### src/sv/assert_macros.svh
// Assertion macros shared by the dedup block's RTL files.
// Each macro expects clk and rst_n in scope; no other dependencies.
`ifndef ASSERT_MACROS_SVH
`define ASSERT_MACROS_SVH

// Property that must hold at every clock edge outside reset.
`define ASSERT_ALWAYS(label, prop, msg) \
  label: assert property (@(posedge clk) disable iff (!rst_n) (prop)) else $error(msg);

// Same-cycle implication.
`define ASSERT_IMPLY(label, ante, cons, msg) \
  label: assert property (@(posedge clk) disable iff (!rst_n) (ante) |-> (cons)) else $error(msg);

// Next-cycle implication.
`define ASSERT_NEXT(label, ante, cons, msg) \
  label: assert property (@(posedge clk) disable iff (!rst_n) (ante) |=> (cons)) else $error(msg);

`endif

### src/sv/fpdr_pkg.sv
// Shared types and constants of the feature point dedup block.
// Used by the controller, the datapath and the top level; depends on nothing.
package fpdr_pkg;

  localparam int COORD_W     = 16;
  localparam int IDX_W       = 20;
  localparam int KEPT_W      = 10;
  localparam int OP_W        = 2;
  localparam int SQ_W        = 2 * COORD_W;
  localparam int IN_TDATA_W  = 32;
  localparam int OUT_TDATA_W = 56;
  localparam int OUT_TUSER_W = 1;
  localparam int CFG_IDX_W   = 1;
  localparam int CFG_DATA_W  = 20;

  localparam logic [COORD_W-1:0] THRESH_RESET = 16'd240;
  localparam logic [IDX_W-1:0]   FIRST_RESET  = 20'd0;

  localparam logic [CFG_IDX_W-1:0] REG_THRESHOLD   = 1'b0;
  localparam logic [CFG_IDX_W-1:0] REG_FIRST_INDEX = 1'b1;

  typedef enum logic [OP_W-1:0] {
    OP_CLEAR = 2'd0,
    OP_LOAD  = 2'd1,
    OP_QUERY = 2'd2
  } op_t;

  // Controller to datapath.
  typedef struct packed {
    logic clear;
    logic load;
    logic start;
    logic issue;
    logic emit;
  } cmd_t;

  // Datapath to controller.
  typedef struct packed {
    logic empty;
    logic last;
    logic busy;
    logic out_free;
  } stat_t;

endpackage

### src/sv/fpdr_ctrl.sv
// Controller of the dedup block: decodes input items and sequences the store scan.
// Depends on fpdr_pkg and assert_macros.svh.
`include "assert_macros.svh"

module fpdr_ctrl (
  input  logic            clk,
  input  logic            rst_n,
  input  logic            in_tvalid,
  input  fpdr_pkg::op_t   in_op,
  output logic            in_tready,
  input  fpdr_pkg::stat_t stat,
  output fpdr_pkg::cmd_t  cmd
);

  typedef enum logic [1:0] {
    S_IDLE,
    S_SCAN,
    S_WAIT,
    S_EMIT
  } state_t;

  state_t state_r, state_nxt;
  logic   accept;

  assign in_tready = (state_r == S_IDLE);
  assign accept    = in_tvalid && in_tready;

  always_comb begin
    state_nxt = state_r;
    cmd       = '0;
    unique case (state_r)
      S_IDLE: begin
        if (accept) begin
          unique case (in_op)
            fpdr_pkg::OP_CLEAR: cmd.clear = 1'b1;
            fpdr_pkg::OP_LOAD:  cmd.load  = 1'b1;
            fpdr_pkg::OP_QUERY: begin
              cmd.start = 1'b1;
              state_nxt = stat.empty ? S_EMIT : S_SCAN;
            end
            default: ;
          endcase
        end
      end
      S_SCAN: begin
        // one stored point per cycle
        cmd.issue = 1'b1;
        if (stat.last) begin
          state_nxt = S_WAIT;
        end
      end
      S_WAIT: begin
        // drain the distance pipeline
        if (!stat.busy) begin
          state_nxt = S_EMIT;
        end
      end
      S_EMIT: begin
        if (stat.out_free) begin
          cmd.emit  = 1'b1;
          state_nxt = S_IDLE;
        end
      end
      default: state_nxt = S_IDLE;
    endcase
  end

  always_ff @(posedge clk) begin
    if (!rst_n) begin
      state_r <= S_IDLE;
    end else begin
      state_r <= state_nxt;
    end
  end

  `ASSERT_NEXT(a_emit_to_idle, cmd.emit, in_tready, "no return to idle after result")
  `ASSERT_IMPLY(a_emit_drained, cmd.emit, !stat.busy, "result taken before scan drained")

endmodule

### config.mk
export PLATFORM = sky130hd
export DESIGN_NAME = fpdr_ctrl
export DESIGN_NICKNAME = d
export VERILOG_FILES = /design/src/sv/fpdr_pkg.sv /design/src/sv/fpdr_ctrl.sv
export VERILOG_INCLUDE_DIRS = /design/src /design/src/sv
export SDC_FILE = /design/constraint.sdc
export NUM_CORES = 1
export LEC_CHECK = 0
export ABC_AREA = 1
export BUFFER_PORTS_ARGS = -buffer_cell sky130_fd_sc_hd__buf_4
export CAP_MARGIN = 20
export CORE_AREA = 2 2 39 41
export DETAILED_ROUTE_END_ITERATION = 6
export DIE_AREA = 0 0 41 43
export GPL_TIMING_DRIVEN = 0
export SLEW_MARGIN = 20
export SYNTH_ARGS = -nofsm -noshare
export SYNTH_HDL_FRONTEND = slang
export SYNTH_SLANG_ARGS = --single-unit
### constraint.sdc
create_clock -name clk -period 1.5 [get_ports clk]
set_clock_uncertainty 0.1 [all_clocks]
set_input_delay 0.15 -clock clk [delete_from_list [all_inputs] [get_ports clk]]
set_output_delay 0.15 -clock clk [all_outputs]
set_load 0.05 [all_outputs]
==> results of run 1 <==
[final timing paths]
check / from / end / slack [ns] / cells past startpoint
worst max register to register: state_r[0] / state_r[0] / 0.13 / 9
worst max-delay path: state_r[1] / cmd[3] / -0.05 / 5
worst min-delay path: rst_n / state_r[1] / 0.05 / 3
worst min register to register: state_r[0] / state_r[0] / 0.52 / 3
[worst max-delay path: stages (launching register included)]
cell     delay [ns]
dfxtp_2        0.32
inv_4          0.08
ha_4           0.16
inv_6          0.05
nor4_4         0.27
buf_6          0.19
[report_power, final]
group / internal [mW] / switching (mW)
combinational: 0.380 / 0.553
sequential: 0.0849 / 0.0249
clock: 0.0886 / 0.0342
[Yosys cell counts]
master and count:
nor4_1 2, and2_1 1, dfxtp_1 2, inv_2 1
nand2_1 12, inv_1 7, a21oi_1 2, nor3_1 1
nand3_1 1, nor2_2 1, nor2_1 2, nor2_4 1
nand3_2 1, ha_1 5, nand2_2 2
[timing repair]
| item | CTS | global route |
|---|---|---|
| pin swaps | 1 | 3 |
| setup endpoints to repair | 3 | 5 |
| gates cloned | 0 | 0 |
| resized for setup | 6 | 3 |
| buffers inserted | 4 | 0 |
[cell families after synthesis]
| family | after synthesis | share of synthesized area, % |
|---|---|---|
| and+or+nand+nor | 24 | 46.0 |
| buffers and inverters | 8 | 11.4 |
| AOI/OAI and AO/OA | 2 | 3.79 |
| adders and majority gates | 5 | 23.7 |
| DFF | 2 | 15.2 |
[metal layers]
layer  vias to the layer above  track usage (%)  part of all wire [%]
met1                       142             10.2                    37
met5                         -                0                     0
met2                         8             15.6                    55
li1                        169                -                     -
met3                         2             1.57                   4.6
met4                         0             6.00                   3.1
[cell type report]
class                   instances  area [µm²]  share of cell area (%)
clock buffers                   3        22.5                    4.18
multi-input cells              31         268                    49.7
flip-flops and latches          2        42.5                    7.89
well taps                      16        20.0                    3.71
repair buffers                 18         146                    27.1
inverters                       8        40.0                    7.42
[stage by stage]
stage / total power [mW] / hold WS (ns) / instance area, µm² / instances / worst slack [ns]
3_5_place_dp: 0.876 / 0.291 / 450 / 71 / 0.0321
5_1_grt: 1.26 / 0.0717 / 539 / 78 / -0.115
4_1_cts: 1.12 / 0.0543 / 524 / 78 / -0.0566
2_1_floorplan: 0.743 / 0.163 / 325 / 41 / -0.156
3_3_place_gp: 0.873 / 0.293 / 450 / 71 / 0.0647
6_report: 1.17 / 0.0538 / 539 / 78 / -0.0522
==> impl_metrics.tcl, run 1 <==
set metrics [dict create \
    tightest_slew_ns 0.205 \
    status "finished, violations left" \
    path_clk_slew_ns 0.03 \
    slew_viol_final 0 \
    coreArea_um2 1380 \
    regMostFlops "state_r" \
    power_density_nw_per_um2 2160 \
    insertion_delay_ns 0.23 \
    synth_top_area_share_pct 23.7 \
    layout_commonest_cell "buf_4" \
    start_util_pct 19.1 \
    worstPathArrival_ns 1.30 \
    area_delta_synth_final_pct 104 \
    critPathRequiredTime_ns 1.25 \
    ys_ff_latch 2 \
    dp_hpwl_um 489 \
    die_x_um 41 \
    clk_path_buf_depth 2 \
    finalCritPeriodShare_pct 103 \
    antenna_found_initial 0 \
    grt_pass1_vias 299 \
    drive_above_1_share_pct 59.7 \
    gp_congestion 0.717 \
    grt_max_degree 5 \
    drtIter0Drc 2 \
    dr.pass1.iters 4 \
    holdCritPathClass "input pin to register" \
    finalWirelength_um 646 \
    synthDistinctLibCells 15 \
    viasPerCell 4.12 \
    syn_inst 41 \
    clock-sinks 2 \
    ys_seq_area_share_pct 15.2 \
    dieArea_um2 1760 \
    leakage_nw 0.272 \
    drc 0 \
    fin_ws_ns -0.0522 \
    ant_nets 0 \
    violations "negative setup slack" \
    setup_violations 2 \
    final.setup.tns_ns -0.0859 \
    slew_headroom_pct 86.3 \
    rsz0062_at_grt "yes" \
    post-route-util_pct 39.0 \
    max_cap_violations 0 \
    grt_pass1_wl_um 1120 \
    max_freq_mhz 644 \
    overflow 0 \
    io_pins 15 \
    cts_tree "done" \
    avgSynthCellArea_um2 6.44 \
    diodes 0 \
    hold_buffers 0 \
    io_buffers 14 \
    synth_area_leaders "ha_1 24%, nand2_1 17%, dfxtp_1 15%, inv_1 10%, nand2_2 4.7%" \
    peakVddDrop_uv 502 \
    hold_viol 0 \
    path_max_fanout 4 \
    start_kind "register" \
    drt-wirelength-per-cell_um 8.28 \
    numCtsBuffers 3 \
    synth_area_um2 264 \
    n_fill_cell 159 \
    critPathKind "register to output pin" \
    htree_levels 1 \
    min_period_ns 1.55 \
    final_cell_mix "15 x buf_4, 11 x nand2_1, 5 x inv_1" \
    critPathCaptureType "output pin" \
    clockRootBuffer "clkbuf_4" \
    reg_top3 "state_r: 2 flops" \
    nets 78 \
    yosys_warnings 0 \
    synth.largest_area_cell "ha_1" \
    track_usage_pct 9.42 \
    largest_register_ffs 2 \
    via_count 321 \
    rows 14 \
    die_h_um 43 \
    synth_nets 55 \
]
Note: power is estimated with default switching activity, not from simulation.
==> run 2: changes to the inputs <==
Settings changed: REMOVE_ABC_BUFFERS set to 1.
==> run 2 against run 1 <==
  * Die area unchanged
  * Register-to-register slack lost 0.02 ns
  * Core utilization decreased by 0.72 points
  * Non-clock buffer count rose by 2
  * The run still ends with negative setup slack left
==> impl_metrics.tcl, run 2 (same netlist as run 1, synthesis figures left out) <==
set metrics [dict create \
    status "finished, violations left" \
    violations "negative setup slack" \
    nets 80 \
    final_cell_mix "19 x buf_4, 11 x nand2_1, 5 x inv_1" \
    drc 0 \
    rsz0062_at_grt "yes" \
    track_usage_pct 9.82 \
    die_h_um 43 \
    io_buffers 14 \
    cp.depth 5 \
    layout_commonest_cell "buf_4" \
    cp_slowest_cell "dfxtp_4" \
    worst_r2r_path_depth 9 \
    slew_headroom_pct 84.6 \
    io_pins 15 \
    r2r_start "state_r[1]" \
    finalCritPeriodShare_pct 105 \
    cts_tree "done" \
    finalWirelength_um 742 \
    final.setup.tns_ns -0.0800 \
    cp_top_family "flip-flops" \
    dp.cells 71 \
    diodes 0 \
    critPathCaptureType "output pin" \
    viasPerCell 4.11 \
    post-route-util_pct 38.2 \
    crit_path_start "state_r[1]" \
    via_count 329 \
    leakage_nw 0.275 \
    start_util_pct 19.1 \
    antenna_found_initial 0 \
    max_freq_mhz 637 \
    rrSetupSlack_ns 0.11 \
    area_delta_synth_final_pct 100 \
    fin_ws_ns -0.0694 \
    max_cap_violations 0 \
    clock-sinks 2 \
    grt_pass1_vias 314 \
    place_area_um2 389 \
    insertion_delay_ns 0.22 \
    power_density_nw_per_um2 2170 \
    gp_congestion 0.687 \
    clk_path_buf_depth 2 \
    clockRootBuffer "clkbuf_4" \
    dp_slack_ns -0.0147 \
    dr.pass1.iters 4 \
    drtIter0Drc 9 \
    critPathCapture "cmd[3]" \
    largest_register_ffs 2 \
    numCtsBuffers 3 \
    worstPathArrival_ns 1.32 \
    crit_chain "inv_4 > ha_4 > nand2_4 > nor4_4 > buf_6" \
    hold_buffers 0 \
    overflow 0 \
    coreArea_um2 1380 \
    reg_top3 "state_r: 2 flops" \
    tightest_slew_ns 0.229 \
    final_cell_area_um2 529 \
    dieArea_um2 1760 \
    setup_violations 2 \
    path_buf_inv 2 \
    dp_hpwl_um 459 \
    hold_viol 0 \
    regMostFlops "state_r" \
    path_max_fanout 3 \
    start_kind "register" \
    critPathRequiredTime_ns 1.25 \
    die_x_um 41 \
    rows 14 \
    max_stage_delay_ns 0.34 \
    grt_max_degree 5 \
    critPathKind "register to output pin" \
    drive_above_1_share_pct 59.4 \
    holdCritPathClass "input pin to register" \
    drt-wirelength-per-cell_um 9.28 \
    min_period_ns 1.57 \
    fin_total_pwr_mw 1.15 \
    path_clk_slew_ns 0.03 \
    grt_pass1_wl_um 1180 \
    ant_nets 0 \
    whs_ns 0.0695 \
    fin_cells 80 \
    peakVddDrop_uv 643 \
    slew_viol_final 0 \
    htree_levels 1 \
    reg2reg_to "state_r[1]" \
]
[run 2: worst min path at each step]
stage / slack (ns) / startpoint / end / cells after the start
3_3_place_gp: 0.29 / rst_n / state_r[0] / 3
6_report: 0.07 / rst_n / state_r[0] / 3
2_1_floorplan: 0.17 / rst_n / state_r[0] / 2
3_5_place_dp: 0.29 / rst_n / state_r[1] / 3
4_1_cts: 0.06 / rst_n / state_r[1] / 3
5_1_grt: 0.06 / rst_n / state_r[0] / 3
[run 2: per-layer routing]
metal | GRT usage [%] | vias up | wire, µm
li1 | - | 172 | -
met1 | 11.2 | 150 | 286
met2 | 15.0 | 7 | 417
met3 | 4.71 | 0 | 37
met4 | 4.00 | 0 | 0
met5 | 0 | - | 0
[run 2: area by class of cell]
class / count / area (µm²)
Sequential cell: 2 / 47.5
Multi-Input combinational cell: 31 / 248
Fill cell: 154 / 855
Timing Repair Buffer: 20 / 154
Tap cell: 16 / 20.0
Clock buffer: 3 / 22.5
Inverter: 8 / 37.5
[run 2: power breakdown]
part	total, mW	switching [mW]	internal, mW	leakage [nW]
clock	0.117	0.0292	0.0882	0.0138
combinational	0.912	0.530	0.383	0.243
sequential	0.121	0.0270	0.0941	0.0178
total	1.15	0.586	0.565	0.275
[run 2: timing repair]
| action | 4_1_cts | 5_1_grt |
|---|---|---|
| buffers inserted | 6 | 0 |
| pin swaps | 3 | 4 |
| setup endpoints to repair | 3 | 5 |
| resized for setup | 16 | 3 |
[run 2: worst reg2reg max path, cell delays in order, from the launching register on]
cell and delay, ns:
dfxtp_4 0.35, inv_4 0.05, buf_4 0.12, ha_1 0.18, nand2_1 0.06, nand2_1 0.07, nor2_4 0.16, nand3_2 0.08
nand2_1 0.08, nor2_2 0.03
